### src/dce_pkg.sv
package dce_pkg;

	localparam int unsigned CFG_IDX_W = 1;
	localparam int unsigned CFG_DATA_W = 17;

	// register indexes
	localparam logic [CFG_IDX_W-1:0] REG_GAIN = 1'd0;
	localparam logic [CFG_IDX_W-1:0] REG_SEG = 1'd1;

	localparam logic [16:0] GAIN_RESET = 17'd4096;
	localparam logic [15:0] SEG_RESET = 16'd1448;

	localparam logic [16:0] Q16_ONE = 17'h10000;
	localparam logic [17:0] Q17_TWO = 18'h20000;

	// item op codes
	localparam logic OP_ACK = 1'b0;
	localparam logic OP_LOSS = 1'b1;

	// command queue between front and back
	localparam int unsigned CMD_DEPTH = 2;

	typedef struct packed {
		logic        op;
		logic [15:0] segments_acked;
		logic        ece_received;
		logic [31:0] last_acked_seq;
		logic [31:0] next_tx_seq;
		logic [31:0] cwnd_bytes;
	} item_t;

	typedef struct packed {
		logic [16:0] alpha_q16;
		logic        window_closed;
		logic [31:0] ssthresh_bytes;
	} result_t;

	typedef struct packed {
		logic        is_loss;
		logic        ece;
		logic [31:0] bytes;
		logic [31:0] acked_seq;
		logic [31:0] next_seq;
		logic [31:0] cwnd;
	} cmd_t;

	typedef struct packed {
		logic push;
		logic full;
	} qctl_t;

endpackage

### src/dce_fifo.sv
module dce_fifo #(
	parameter int unsigned WIDTH = 8,
	parameter int unsigned DEPTH = 2
) (
	input  logic             clk,
	input  logic             arst_n,
	input  logic             wr_en,
	input  logic [WIDTH-1:0] wr_data,
	input  logic             rd_en,
	output logic [WIDTH-1:0] rd_data,
	output logic             full,
	output logic             empty
);

	localparam int unsigned PTR_W = (DEPTH > 1) ? $clog2(DEPTH) : 1;
	localparam int unsigned CNT_W = $clog2(DEPTH + 1);

	logic [WIDTH-1:0] mem_q [DEPTH];
	logic [PTR_W-1:0] wr_ptr_q;
	logic [PTR_W-1:0] rd_ptr_q;
	logic [CNT_W-1:0] cnt_q;
	logic             do_wr;
	logic             do_rd;

	assign full = (cnt_q == CNT_W'(DEPTH));
	assign empty = (cnt_q == '0);
	assign do_wr = wr_en && !full;
	assign do_rd = rd_en && !empty;
	assign rd_data = mem_q[rd_ptr_q];

	always_ff @(posedge clk or negedge arst_n) begin
		if (!arst_n) begin
			wr_ptr_q <= '0;
			rd_ptr_q <= '0;
			cnt_q <= '0;
		end else begin
			if (do_wr) begin
				wr_ptr_q <= (wr_ptr_q == PTR_W'(DEPTH - 1)) ? '0 : wr_ptr_q + 1'b1;
			end
			if (do_rd) begin
				rd_ptr_q <= (rd_ptr_q == PTR_W'(DEPTH - 1)) ? '0 : rd_ptr_q + 1'b1;
			end
			if (do_wr && !do_rd) begin
				cnt_q <= cnt_q + 1'b1;
			end else if (do_rd && !do_wr) begin
				cnt_q <= cnt_q - 1'b1;
			end
		end
	end

	always_ff @(posedge clk) begin
		if (do_wr) begin
			mem_q[wr_ptr_q] <= wr_data;
		end
	end

endmodule

### src/dce_front.sv
module dce_front (
	input  logic                            clk,
	input  logic                            arst_n,
	input  logic                            push,
	input  dce_pkg::item_t                  item,
	input  logic                            cfg_we,
	input  logic [dce_pkg::CFG_IDX_W-1:0]   cfg_idx,
	input  logic [dce_pkg::CFG_DATA_W-1:0]  cfg_data,
	output dce_pkg::qctl_t                  qctl,
	input  logic                            q_full,
	output dce_pkg::cmd_t                   cmd,
	output logic [16:0]                     gain
);

	logic [16:0] gain_q;
	logic [15:0] seg_q;

	always_ff @(posedge clk or negedge arst_n) begin
		if (!arst_n) begin
			gain_q <= dce_pkg::GAIN_RESET;
			seg_q <= dce_pkg::SEG_RESET;
		end else if (cfg_we) begin
			case (cfg_idx)
				dce_pkg::REG_GAIN: gain_q <= cfg_data;
				dce_pkg::REG_SEG:  seg_q <= cfg_data[15:0];
				default: ;
			endcase
		end
	end

	// gain above one acts as one
	assign gain = (gain_q > dce_pkg::Q16_ONE) ? dce_pkg::Q16_ONE : gain_q;

	// 16x16 product always fits 32 bits
	always_comb begin
		cmd.is_loss = (item.op == dce_pkg::OP_LOSS);
		cmd.ece = item.ece_received;
		cmd.bytes = 32'(item.segments_acked) * 32'(seg_q);
		cmd.acked_seq = item.last_acked_seq;
		cmd.next_seq = item.next_tx_seq;
		cmd.cwnd = item.cwnd_bytes;
	end

	assign qctl.full = q_full;
	assign qctl.push = push && !q_full;

endmodule

### src/dce_back.sv
module dce_back #(
	parameter int unsigned FRAC_BITS = 16
) (
	input  logic             clk,
	input  logic             arst_n,
	input  logic             q_empty,
	input  dce_pkg::cmd_t    q_cmd,
	output logic             q_pop,
	input  logic [16:0]      gain,
	input  logic             pop,
	output dce_pkg::result_t res,
	output logic             res_valid
);

	localparam logic [2:0] ST_IDLE = 3'd0;
	localparam logic [2:0] ST_ACK  = 3'd1;
	localparam logic [2:0] ST_DIV  = 3'd2;
	localparam logic [2:0] ST_MUL  = 3'd3;
	localparam logic [2:0] ST_SUM  = 3'd4;
	localparam logic [2:0] ST_LMUL = 3'd5;
	localparam logic [2:0] ST_LOUT = 3'd6;

	localparam int unsigned CNT_W = $clog2(FRAC_BITS + 1);
	localparam int unsigned SHL = (FRAC_BITS < 16) ? 16 - FRAC_BITS : 0;
	localparam int unsigned SHR = (FRAC_BITS >= 16) ? FRAC_BITS - 16 : 0;
	localparam logic [FRAC_BITS:0] ONE_F = {1'b1, {FRAC_BITS{1'b0}}};

	logic [2:0]           state_q;
	logic [16:0]          alpha_q;
	logic [31:0]          tot_q;
	logic [31:0]          mk_q;
	logic [31:0]          wend_q;
	logic                 wend_valid_q;
	logic                 res_valid_q;

	dce_pkg::cmd_t        cmd_q;
	dce_pkg::result_t     res_q;
	logic [32:0]          rem_q;
	logic [31:0]          dvs_q;
	logic [FRAC_BITS:0]   quo_q;
	logic [CNT_W-1:0]     cnt_q;
	logic [33:0]          p1_q;
	logic [33:0]          p2_q;
	logic [49:0]          lprod_q;

	logic [32:0]          tot_sum;
	logic [32:0]          mk_sum;
	logic [31:0]          tot_n;
	logic [31:0]          mk_n;
	logic [31:0]          wend;
	logic [31:0]          seq_diff;
	logic                 closed;
	logic                 ge;
	logic [32:0]          diff;
	logic [FRAC_BITS:0]   quo_cl;
	logic [FRAC_BITS+16:0] f_wide;
	logic [16:0]          f16;
	logic [34:0]          acc;
	logic [17:0]          alpha_sum;
	logic [16:0]          alpha_new;
	logic [17:0]          loss_fac;
	logic                 start;
	logic                 div_last;

	assign start = (state_q == ST_IDLE) && !q_empty && !res_valid_q;
	assign q_pop = start;
	assign res = res_q;
	assign res_valid = res_valid_q;

	always_comb begin
		tot_sum = {1'b0, tot_q} + {1'b0, cmd_q.bytes};
		mk_sum = {1'b0, mk_q} + {1'b0, cmd_q.bytes};
		tot_n = tot_sum[32] ? '1 : tot_sum[31:0];
		mk_n = cmd_q.ece ? (mk_sum[32] ? '1 : mk_sum[31:0]) : mk_q;
		wend = wend_valid_q ? wend_q : cmd_q.next_seq;
		seq_diff = cmd_q.acked_seq - wend;
		closed = !seq_diff[31];
		// one restoring step a cycle
		ge = (rem_q >= {1'b0, dvs_q});
		diff = ge ? rem_q - {1'b0, dvs_q} : rem_q;
		div_last = (cnt_q == CNT_W'(FRAC_BITS));
		quo_cl = (quo_q > ONE_F) ? ONE_F : quo_q;
		f_wide = ({16'd0, quo_cl} << SHL) >> SHR;
		f16 = f_wide[16:0];
		acc = {1'b0, p1_q} + {1'b0, p2_q};
		alpha_sum = acc[33:16];
		alpha_new = (alpha_sum > {1'b0, dce_pkg::Q16_ONE}) ? dce_pkg::Q16_ONE
		                                                   : alpha_sum[16:0];
		loss_fac = dce_pkg::Q17_TWO - {1'b0, alpha_q};
	end

	always_ff @(posedge clk or negedge arst_n) begin
		if (!arst_n) begin
			state_q <= ST_IDLE;
			alpha_q <= dce_pkg::Q16_ONE;
			tot_q <= '0;
			mk_q <= '0;
			wend_q <= '0;
			wend_valid_q <= 1'b0;
			res_valid_q <= 1'b0;
		end else begin
			if (pop && res_valid_q) begin
				res_valid_q <= 1'b0;
			end
			case (state_q)
				ST_IDLE: begin
					if (start) begin
						state_q <= q_cmd.is_loss ? ST_LMUL : ST_ACK;
					end
				end
				ST_ACK: begin
					wend_valid_q <= 1'b1;
					if (closed) begin
						wend_q <= cmd_q.next_seq;
						tot_q <= '0;
						mk_q <= '0;
						state_q <= (tot_n == '0) ? ST_MUL : ST_DIV;
					end else begin
						wend_q <= wend;
						tot_q <= tot_n;
						mk_q <= mk_n;
						res_valid_q <= 1'b1;
						state_q <= ST_IDLE;
					end
				end
				ST_DIV: begin
					if (div_last) begin
						state_q <= ST_MUL;
					end
				end
				ST_MUL: begin
					state_q <= ST_SUM;
				end
				ST_SUM: begin
					alpha_q <= alpha_new;
					res_valid_q <= 1'b1;
					state_q <= ST_IDLE;
				end
				ST_LMUL: begin
					state_q <= ST_LOUT;
				end
				ST_LOUT: begin
					res_valid_q <= 1'b1;
					state_q <= ST_IDLE;
				end
				default: begin
					state_q <= ST_IDLE;
				end
			endcase
		end
	end

	always_ff @(posedge clk) begin
		case (state_q)
			ST_IDLE: begin
				if (start) begin
					cmd_q <= q_cmd;
				end
			end
			ST_ACK: begin
				dvs_q <= tot_n;
				rem_q <= {1'b0, mk_n};
				quo_q <= '0;
				cnt_q <= '0;
				res_q.alpha_q16 <= alpha_q;
				res_q.window_closed <= 1'b0;
				res_q.ssthresh_bytes <= '0;
			end
			ST_DIV: begin
				quo_q <= {quo_q[FRAC_BITS-1:0], ge};
				rem_q <= {diff[31:0], 1'b0};
				cnt_q <= cnt_q + 1'b1;
			end
			ST_MUL: begin
				p1_q <= 34'(alpha_q) * 34'(dce_pkg::Q16_ONE - gain);
				p2_q <= 34'(f16) * 34'(gain);
			end
			ST_SUM: begin
				res_q.alpha_q16 <= alpha_new;
				res_q.window_closed <= 1'b1;
				res_q.ssthresh_bytes <= '0;
			end
			ST_LMUL: begin
				lprod_q <= 50'(cmd_q.cwnd) * 50'(loss_fac);
			end
			ST_LOUT: begin
				res_q.alpha_q16 <= alpha_q;
				res_q.window_closed <= 1'b0;
				res_q.ssthresh_bytes <= lprod_q[48:17];
			end
			default: ;
		endcase
	end

endmodule

### src/dctcp_congestion_estimator_top.sv
// channel   | handshake          | payload
// ----------+--------------------+---------------------------------------------
// item in   | push / full        | item   (op, segments, echo, seqs, cwnd)
// result    | pop / empty        | result (alpha, window closed, ssthresh)
// config    | cfg_we             | cfg_idx, cfg_data (0 = gain, 1 = seg bytes)
//
// Steps below run from the accepting push to the result waiting on pop.
// Ack that leaves the window open: queue, command load, counters.
// Ack that closes the window: queue, command load, window check, then the divider,
// which retires one quotient bit a cycle (FRAC_BITS + 1 bits) on marked/total.
// Loss query: queue, command load, one 32x18 multiply, then the output register.
// Reset clears state at once (alpha 1.0, counters 0); no clearing pass.
// A two-item command queue keeps push going while a result waits on pop.
module dctcp_congestion_estimator_top #(
	parameter int unsigned FRAC_BITS = 16
) (
	input  logic                           clk,
	input  logic                           arst_n,
	input  logic                           push,
	output logic                           full,
	input  dce_pkg::item_t                 item,
	input  logic                           pop,
	output logic                           empty,
	output dce_pkg::result_t               result,
	input  logic                           cfg_we,
	input  logic [dce_pkg::CFG_IDX_W-1:0]  cfg_idx,
	input  logic [dce_pkg::CFG_DATA_W-1:0] cfg_data
);

	localparam int unsigned CMD_W = $bits(dce_pkg::cmd_t);

	dce_pkg::qctl_t   qctl;
	dce_pkg::cmd_t    front_cmd;
	dce_pkg::cmd_t    back_cmd;
	logic [CMD_W-1:0] back_cmd_bits;
	logic             q_full;
	logic             q_empty;
	logic             q_pop;
	logic [16:0]      gain;
	logic             res_valid;

	// front end: config registers, op decode and the byte count product
	dce_front u_front (
		.clk      (clk),
		.arst_n   (arst_n),
		.push     (push),
		.item     (item),
		.cfg_we   (cfg_we),
		.cfg_idx  (cfg_idx),
		.cfg_data (cfg_data),
		.qctl     (qctl),
		.q_full   (q_full),
		.cmd      (front_cmd),
		.gain     (gain)
	);

	assign full = qctl.full;

	// decoupling queue between front and back
	dce_fifo #(
		.WIDTH (CMD_W),
		.DEPTH (dce_pkg::CMD_DEPTH)
	) u_cmdq (
		.clk     (clk),
		.arst_n  (arst_n),
		.wr_en   (qctl.push),
		.wr_data (front_cmd),
		.rd_en   (q_pop),
		.rd_data (back_cmd_bits),
		.full    (q_full),
		.empty   (q_empty)
	);

	assign back_cmd = dce_pkg::cmd_t'(back_cmd_bits);

	// back end: counters, window tracking, divider, alpha update, ssthresh
	dce_back #(
		.FRAC_BITS (FRAC_BITS)
	) u_back (
		.clk       (clk),
		.arst_n    (arst_n),
		.q_empty   (q_empty),
		.q_cmd     (back_cmd),
		.q_pop     (q_pop),
		.gain      (gain),
		.pop       (pop),
		.res       (result),
		.res_valid (res_valid)
	);

	assign empty = !res_valid;

endmodule

### config.mk
export PLATFORM = sky130hd
export DESIGN_NAME = dctcp_congestion_estimator_top
export DESIGN_NICKNAME = d
export VERILOG_FILES = /design/src/dce_pkg.sv /design/src/dce_fifo.sv /design/src/dce_front.sv /design/src/dce_back.sv /design/src/dctcp_congestion_estimator_top.sv
export SDC_FILE = /design/constraint.sdc
export NUM_CORES = 2
export LEC_CHECK = 0
export BUFFER_PORTS_ARGS = -buffer_cell sky130_fd_sc_hd__buf_4
export CAP_MARGIN = 0
export CORE_MARGIN = 10
export CORE_UTILIZATION = 45
export CTS_CLUSTER_DIAMETER = 60
export DETAILED_ROUTE_END_ITERATION = 10
export HOLD_SLACK_MARGIN = 0.03
export SETUP_SLACK_MARGIN = 0.3
export SYNTH_ARGS = -nofsm -noshare
export SYNTH_HDL_FRONTEND = slang
export SYNTH_SLANG_ARGS = --single-unit
### constraint.sdc
create_clock -name clk -period 20.2 [get_ports clk]
set_input_delay 2.02 -clock clk [delete_from_list [all_inputs] [get_ports clk]]
set_output_delay 2.02 -clock clk [all_outputs]
set_load 0.005 [all_outputs]
Yosys cells after proc, flatten, opt, wreduce, memory -nomap -nowiden
Memories as Yosys holds them, arrays and structs flattened. Cells that the tools add are included.

Bits in registers: 538. Memory bits (writable): 260. Input bits: 137. Memories: 1.

$add $sub $neg: 12. Multiply operators: 4. Order comparisons: 4. Equal/unequal tests: 10. Muxes and demuxes: 30. Bitwise operators: 1. Reduce and logical (&&, ||, !) cells: 24.

Memories: u_cmdq.mem_q (depth 2, width 130, rd ports 1, clocked after Yosys merged registers in 0, wr ports 1, RTL line dce_fifo.sv:18) `logic [WIDTH-1:0] mem_q [DEPTH];`.

Operators by type and width (number): 32-bit two-way mux (8); 50-bit case mux with 3 select lines (1); 32-bit by 32-bit adder with 33-bit output (2); 33-bit case mux with 2 select lines (1); 32-bit subtractor (2); 17-bit two-way mux (3); 32-bit by 18-bit multiplier with 49-bit output (1); 34-bit adder (1); 17-bit greater-than comparator (second input constant) (2); 17-bit by 17-bit multiplier with 34-bit output (1); 17-bit by 34-bit multiplier with 34-bit output (1); 17-bit case mux with 2 select lines (1); 33-bit by 32-bit >= comparator with 1-bit output (1); 32-bit logical NOT (1); 16-bit by 16-bit multiplier with 32-bit output (1); 18-bit by 17-bit greater-than comparator with 1-bit output (second input constant) (1); 17-bit by 17-bit subtractor with 18-bit output (first input constant) (1); 18-bit by 17-bit subtractor with 18-bit output (first input constant) (1); 3-bit case mux with 5 select lines (1); 3-bit two-way mux (4); 5-bit case mux with 2 select lines (1); 3-bit == test (second input constant) (3); 1-bit logical AND (8); 2-bit AND reduction (4); 20 further kinds (34).

Depth between registers and ports, before layout
Word-level depth: 8. Mapped depth: 38. Depth with buffers taken out: 35.

Cells and area by module
A second synthesis with hierarchy kept.

Cells, all modules: 7991. Area total of the unflattened synthesis: 82185.1 µm².

By module, submodules not included: dce_back (times used 1, cells each 6360, area each 61425.2 µm²); dce_front (times used 1, cells each 1206, area each 10802.9 µm²); dce_fifo (times used 1, cells each 424, area each 9953.3 µm²); dctcp_congestion_estimator_top (times used 1, cells each 1, area each 3.8 µm²).

Worst setup path after synthesis
No wires, ideal clock.

Path kind: flip-flop to flip-flop. From: reg u_front.gain_q[16]. To: reg u_back.p1_q[33] (data pin). Library setup time: 0.260 ns. Arrival: 8.666 ns. Data required time: 19.940 ns. Slack: 11.274 ns. Stages on the path, launching flop included: 37. Buffers on the path: 4. Clock period less this slack: 8.926 ns. Path through: dfrtp_1 -> buf_2 -> buf_1 -> nor2b_1 -> inv_1 -> ha_1 -> o21a_1 -> o21ai_1 -> nor2_1 -> nand2_1 -> or4_1 -> o32a_1 -> o21ai_1 -> clkbuf_1 -> nand2_1 -> fa_1 -> fa_1 -> fa_1 -> inv_1 -> fa_1 -> fa_1 -> inv_1 -> fa_1 -> inv_1 -> ha_1 -> clkbuf_1 -> a21o_1 -> a211oi_1 -> o211ai_1 -> a21oi_1 -> nor4b_1 -> o21ai_0 -> a21oi_1 -> o41a_1 -> a211o_1 -> a21oi_1 -> xnor2_1.

Longest elaborated chain between the ends: 4.

Ends and longest elaborated chain: from (decl) (RTL line dce_front.sv:15) `logic [16:0] gain_q;`; from (signal assigned) (RTL line dce_front.sv:20) `gain_q <= dce_pkg::GAIN_RESET;`; from (signal assigned) (RTL line dce_front.sv:24) `dce_pkg::REG_GAIN: gain_q <= cfg_data;`; 17-bit greater-than comparator (RTL line dce_front.sv:32) `assign gain = (gain_q > dce_pkg::Q16_ONE) ? dce_pkg::Q16_ONE : gain_q;`; 17-bit two-way mux (*) (RTL line dce_front.sv:32); 17-bit by 17-bit subtractor with 18-bit output (*) (RTL line dce_back.sv:175) `p1_q <= 34'(alpha_q) * 34'(dce_pkg::Q16_ONE - gain);`; 17-bit by 34-bit multiplier with 34-bit output (*) (RTL line dce_back.sv:175); to (signal assigned) (RTL line dce_back.sv:175); to (decl) (RTL line dce_back.sv:42) `logic [33:0] p1_q;`.

Mark *: on every way between the ends. The rest lies on a longest branch, timed or not. A chain may end at the register's enable or synchronous reset.

Worst setup path after layout
Ends and elaborated chain as after synthesis.

==> summary.md <==
| Metric | Value |
|---|---|
| Number of CTS-inserted buffers | `95` |
| Post-Synth XOR/XNOR Area | `roughly 2.7%` |
| Clock Sink Count | `781` |
| Total congestion overflow after global routing | `0` |
| Final count of negative-setup-slack endpoints | `0` |
| Number of routed nets with antenna violations | `0` |
| Die outline width | `445.3 µm` |
| Share of post-route cells with drive strength above 1 | `under 10%` |
| Height of the die | `445.3 µm` |
| Routed length per placed instance | `20.17 µm` |
| CTS HTree Levels | `3` |
| Combinational family with the most area after synthesis | `adder cells` |
| Transition at the pin with the smallest max-transition slack | `1.282 ns` |
| Max-cap violations | `0` |
| Cell mode on critical path | `fa_1` |
| First-pass GRT wire length | `334,000 µm` |
| Drt initial violations | `approximately 4,000` |
| Highest cell delay on the worst timing path | `just under 0.6 ns` |
| Clock-pin slew of the registers on the worst-case setup and hold paths | `roughly 0.060 ns` |
| Worst Setup Path Type | `reg2reg` |
| Postcts setup bufs | `0` |
| Total via count after detailed routing | `roughly 55,000` |
| Final count of pins violating max slew | `0` |
| Maximum clock skew at final layout | `0.07819 ns` |
| Share of synthesized area spent on multiplexers | `approximately 3.5%` |
| Most frequent cells in the layout | `1,439 x inv_1, 1,203 x fa_1, 1,129 x nand2_1` |
| Compound-gate portion of the synthesized area | `6.802%` |
| Min cycle time layout | `10.01 ns` |
| Die outline area | `198,300 µm²` |
| Root cell of the clock tree | `clkbuf_16` |
| Path type of the worst min-delay path | `reg2reg` |
| Aggregate routed wire length | `209,600 µm` |
| Core area | `between 150,000 and 200,000 µm²` |
| Category of the worst setup path launch point | `register` |
| Port Buffers | `approximately 190` |
| Tot GR Track Use | `21.34%` |
| Post-synthesis sequential area ratio | `27.88%` |
| Area growth from synthesis to layout | `8.966%` |
| Post-detailed-placement half-perimeter wirelength | `158,000 µm` |
| CP required | `20.69 ns` |
| Placer Congestion | `0.9015` |
| Area share of and/or/nand/nor cells after synthesis | `12.68%` |
| Crit path max-delay family | `adder cells` |
| Post-synth cell types | `101` |
| Fraction of registers with async set or reset after synthesis | `just under 20%` |
| Unrepaired setup endpoints after global routing | `false` |
| Maximum number of pins on one net before global-route repair | `69` |
| Nets | `9,839` |
| Number of warnings issued by yosys | `0` |
| Filler Cell Count | `about 17,000` |
| Signal arrival time at the worst endpoint | `10.51 ns` |
| Mapped Area | `81,380 µm²` |
| Slowest cell on crit path | `or4_1` |
| Hold violation count in the final report | `0` |
| Setup Total Neg Slack | `0 ns` |
| Run status | `completed` |
| Number of iterations in the first detailed-routing pass | `5` |
| Antenna violations before repair | `5` |
| Number of buffers and inverters on the critical path | `8` |
| Yosys reg bits | `781` |
| Clock latency on the worst-skew pair | `0.74 ns` |
| Cells resized by post-CTS repair | `0` |
| Effective utilization at floorplan | `between 40% and 50%` |
| Area share of fa/ha/maj cells after synthesis | `38.22%` |
| Standard-cell row count | `156` |
| Hold bufs inserted after CTS | `0` |
| Largest fanout on the critical path | `38` |
| Slew margin rel. | `14.54%` |
| EDFF count, synth | `626` |
| Via count of the first global-routing pass | `59,260` |
| Commonest non-fill, non-tap cell in the layout | `inv_1` |
| Worst-case clock buffer depth | `3` |
| Number of placed I/O pins | `189` |
| Post-route clock period utilization | `between 40% and 50%` |
| Highest clock rate | `99.85 MHz` |
| Drt via density | `5.322` |
| Syn Inst Count | `7,859` |
| Synth Area per Inst | `slightly above 10 µm²` |
| # DRC | `0` |
| CTS tree | `built` |
| Predominant post-synthesis flop cell | `edfxtp_1` |
| CP endpoint kind | `register` |
Yosys cell counts, types with 23 or more instances:
library cell	count	area share, %
mux2i_1	56	0.69
o41ai_1	26	0.28
inv_1	1440	6.6
fa_1	1203	30
clkbuf_1	304	1.4
xnor2_1	174	1.9
nor4_1	24	0.18
nand2b_1	47	0.36
nor2b_1	51	0.39
o21a_1	52	0.48
and3_1	50	0.38
xor2_1	73	0.79
nand3_1	49	0.30
dfrtp_1	148	4.6
a21o_1	89	0.82
nor3_1	54	0.33
o22ai_1	23	0.18
nor2_1	266	1.2
o21ai_0	139	0.85
a211oi_1	25	0.23
nand4_1	26	0.20
o21ai_1	27	0.17
a22o_1	42	0.45
nand2_1	1130	5.2
mux2_2	196	2.7
ha_1	561	8.6
and2_1	441	3.4
a21oi_1	201	1.2
a31oi_1	25	0.19
edfxtp_1	626	23
o21bai_1	25	0.23
sequential cells by signal (all words and copies together), names as in the netlist, 2 cells and up:
signal / cells
u_back.lprod_q: 32
u_back.state_q: 3
u_front.gain_q: 17
u_back.wend_q: 32
u_back.rem_q: 33
u_back.cnt_q: 5
u_back.mk_q: 32
u_back.cmd_q: 129
u_back.res: 50
u_cmdq.mem_q: 260
u_back.quo_q: 17
u_front.seg_q: 16
u_cmdq.cnt_q: 2
u_back.p1_q: 34
u_back.p2_q: 34
u_back.tot_q: 32
u_back.alpha_q: 17
u_back.dvs_q: 32
metal layers:
metal | GRT usage [%] | vias to the layer above | share of wire [%]
li1 | - | 25140 | -
met1 | 28.92 | 28100 | 43
met2 | 35.25 | 1695 | 47
met3 | 3.026 | 356 | 5.9
met4 | 7.124 | 0 | 3.5
met5 | 0 | - | 0
layout make-up:
type | count | area (µm²) | share of cell area (%)
clock inverter | 54 | 646.9 | 0.7295
antenna | 2 | 5.005 | 0.005644
sequential | 781 | 22690 | 25.59
clock buffer | 123 | 2522 | 2.844
multi-input combinational | 5343 | 52360 | 59.05
tap | 2370 | 2965 | 3.344
timing repair buffer | 275 | 2068 | 2.332
inverter | 1442 | 5418 | 6.109
worst reg2reg max path: cells and delay by family (launching register included):
kind | cells | cell delay, ns
adders and majority gates | 8 | 3.50
AOI/OAI and AO/OA | 13 | 3.07
buffers and inverters | 8 | 1.43
and+or+nand+nor | 6 | 1.36
DFF | 1 | 0.33
xor gates and xnor gates | 1 | 0.08
cell families after synthesis:
| group | after synthesis |
|---|---|
| compound gates | 822 |
| xor+xnor | 248 |
| fa+ha+maj | 1764 |
| buf+inv | 1771 |
| flops | 781 |
| mux | 258 |
| other cells | 2 |
| simple gates | 2213 |
stage by stage:
step / cell area, µm² / instances / hold WS (ns) / util [%] / worst slack, ns
after global routing: 88680 / 10390 / 0.4917 / 49.17 / 9.436
after global placement: 85500 / 10210 / 0.4799 / 47.41 / 10.42
after CTS: 88670 / 10390 / 0.4822 / 49.17 / 10.20
after floorplan: 81520 / 7895 / 0.4608 / - / 11.27
final: 88680 / 10390 / 0.4748 / 49.17 / 10.19
after detailed placement: 85500 / 10210 / 0.4922 / 47.41 / 10.21
worst paths after layout:
kind                                    start                 to  slack (ns)  cells after the start
max                        u_front.gain_q[16]    u_back.p1_q[33]       10.19                     36
min                        u_back.lprod_q[38]     u_back.res[21]        0.47                      1
max reg2reg                u_front.gain_q[16]    u_back.p1_q[33]       10.19                     36
min reg2reg                u_back.lprod_q[38]     u_back.res[21]        0.47                      1
max in group asynchronous              arst_n    u_cmdq.rd_ptr_q       16.92                      3
min in group asynchronous              arst_n  u_back.wend_q[17]        1.29                      1
Power is left out: the tool's default activity adds up to more than one toggle a clock period on the data nets, which glitch-free logic cannot reach.
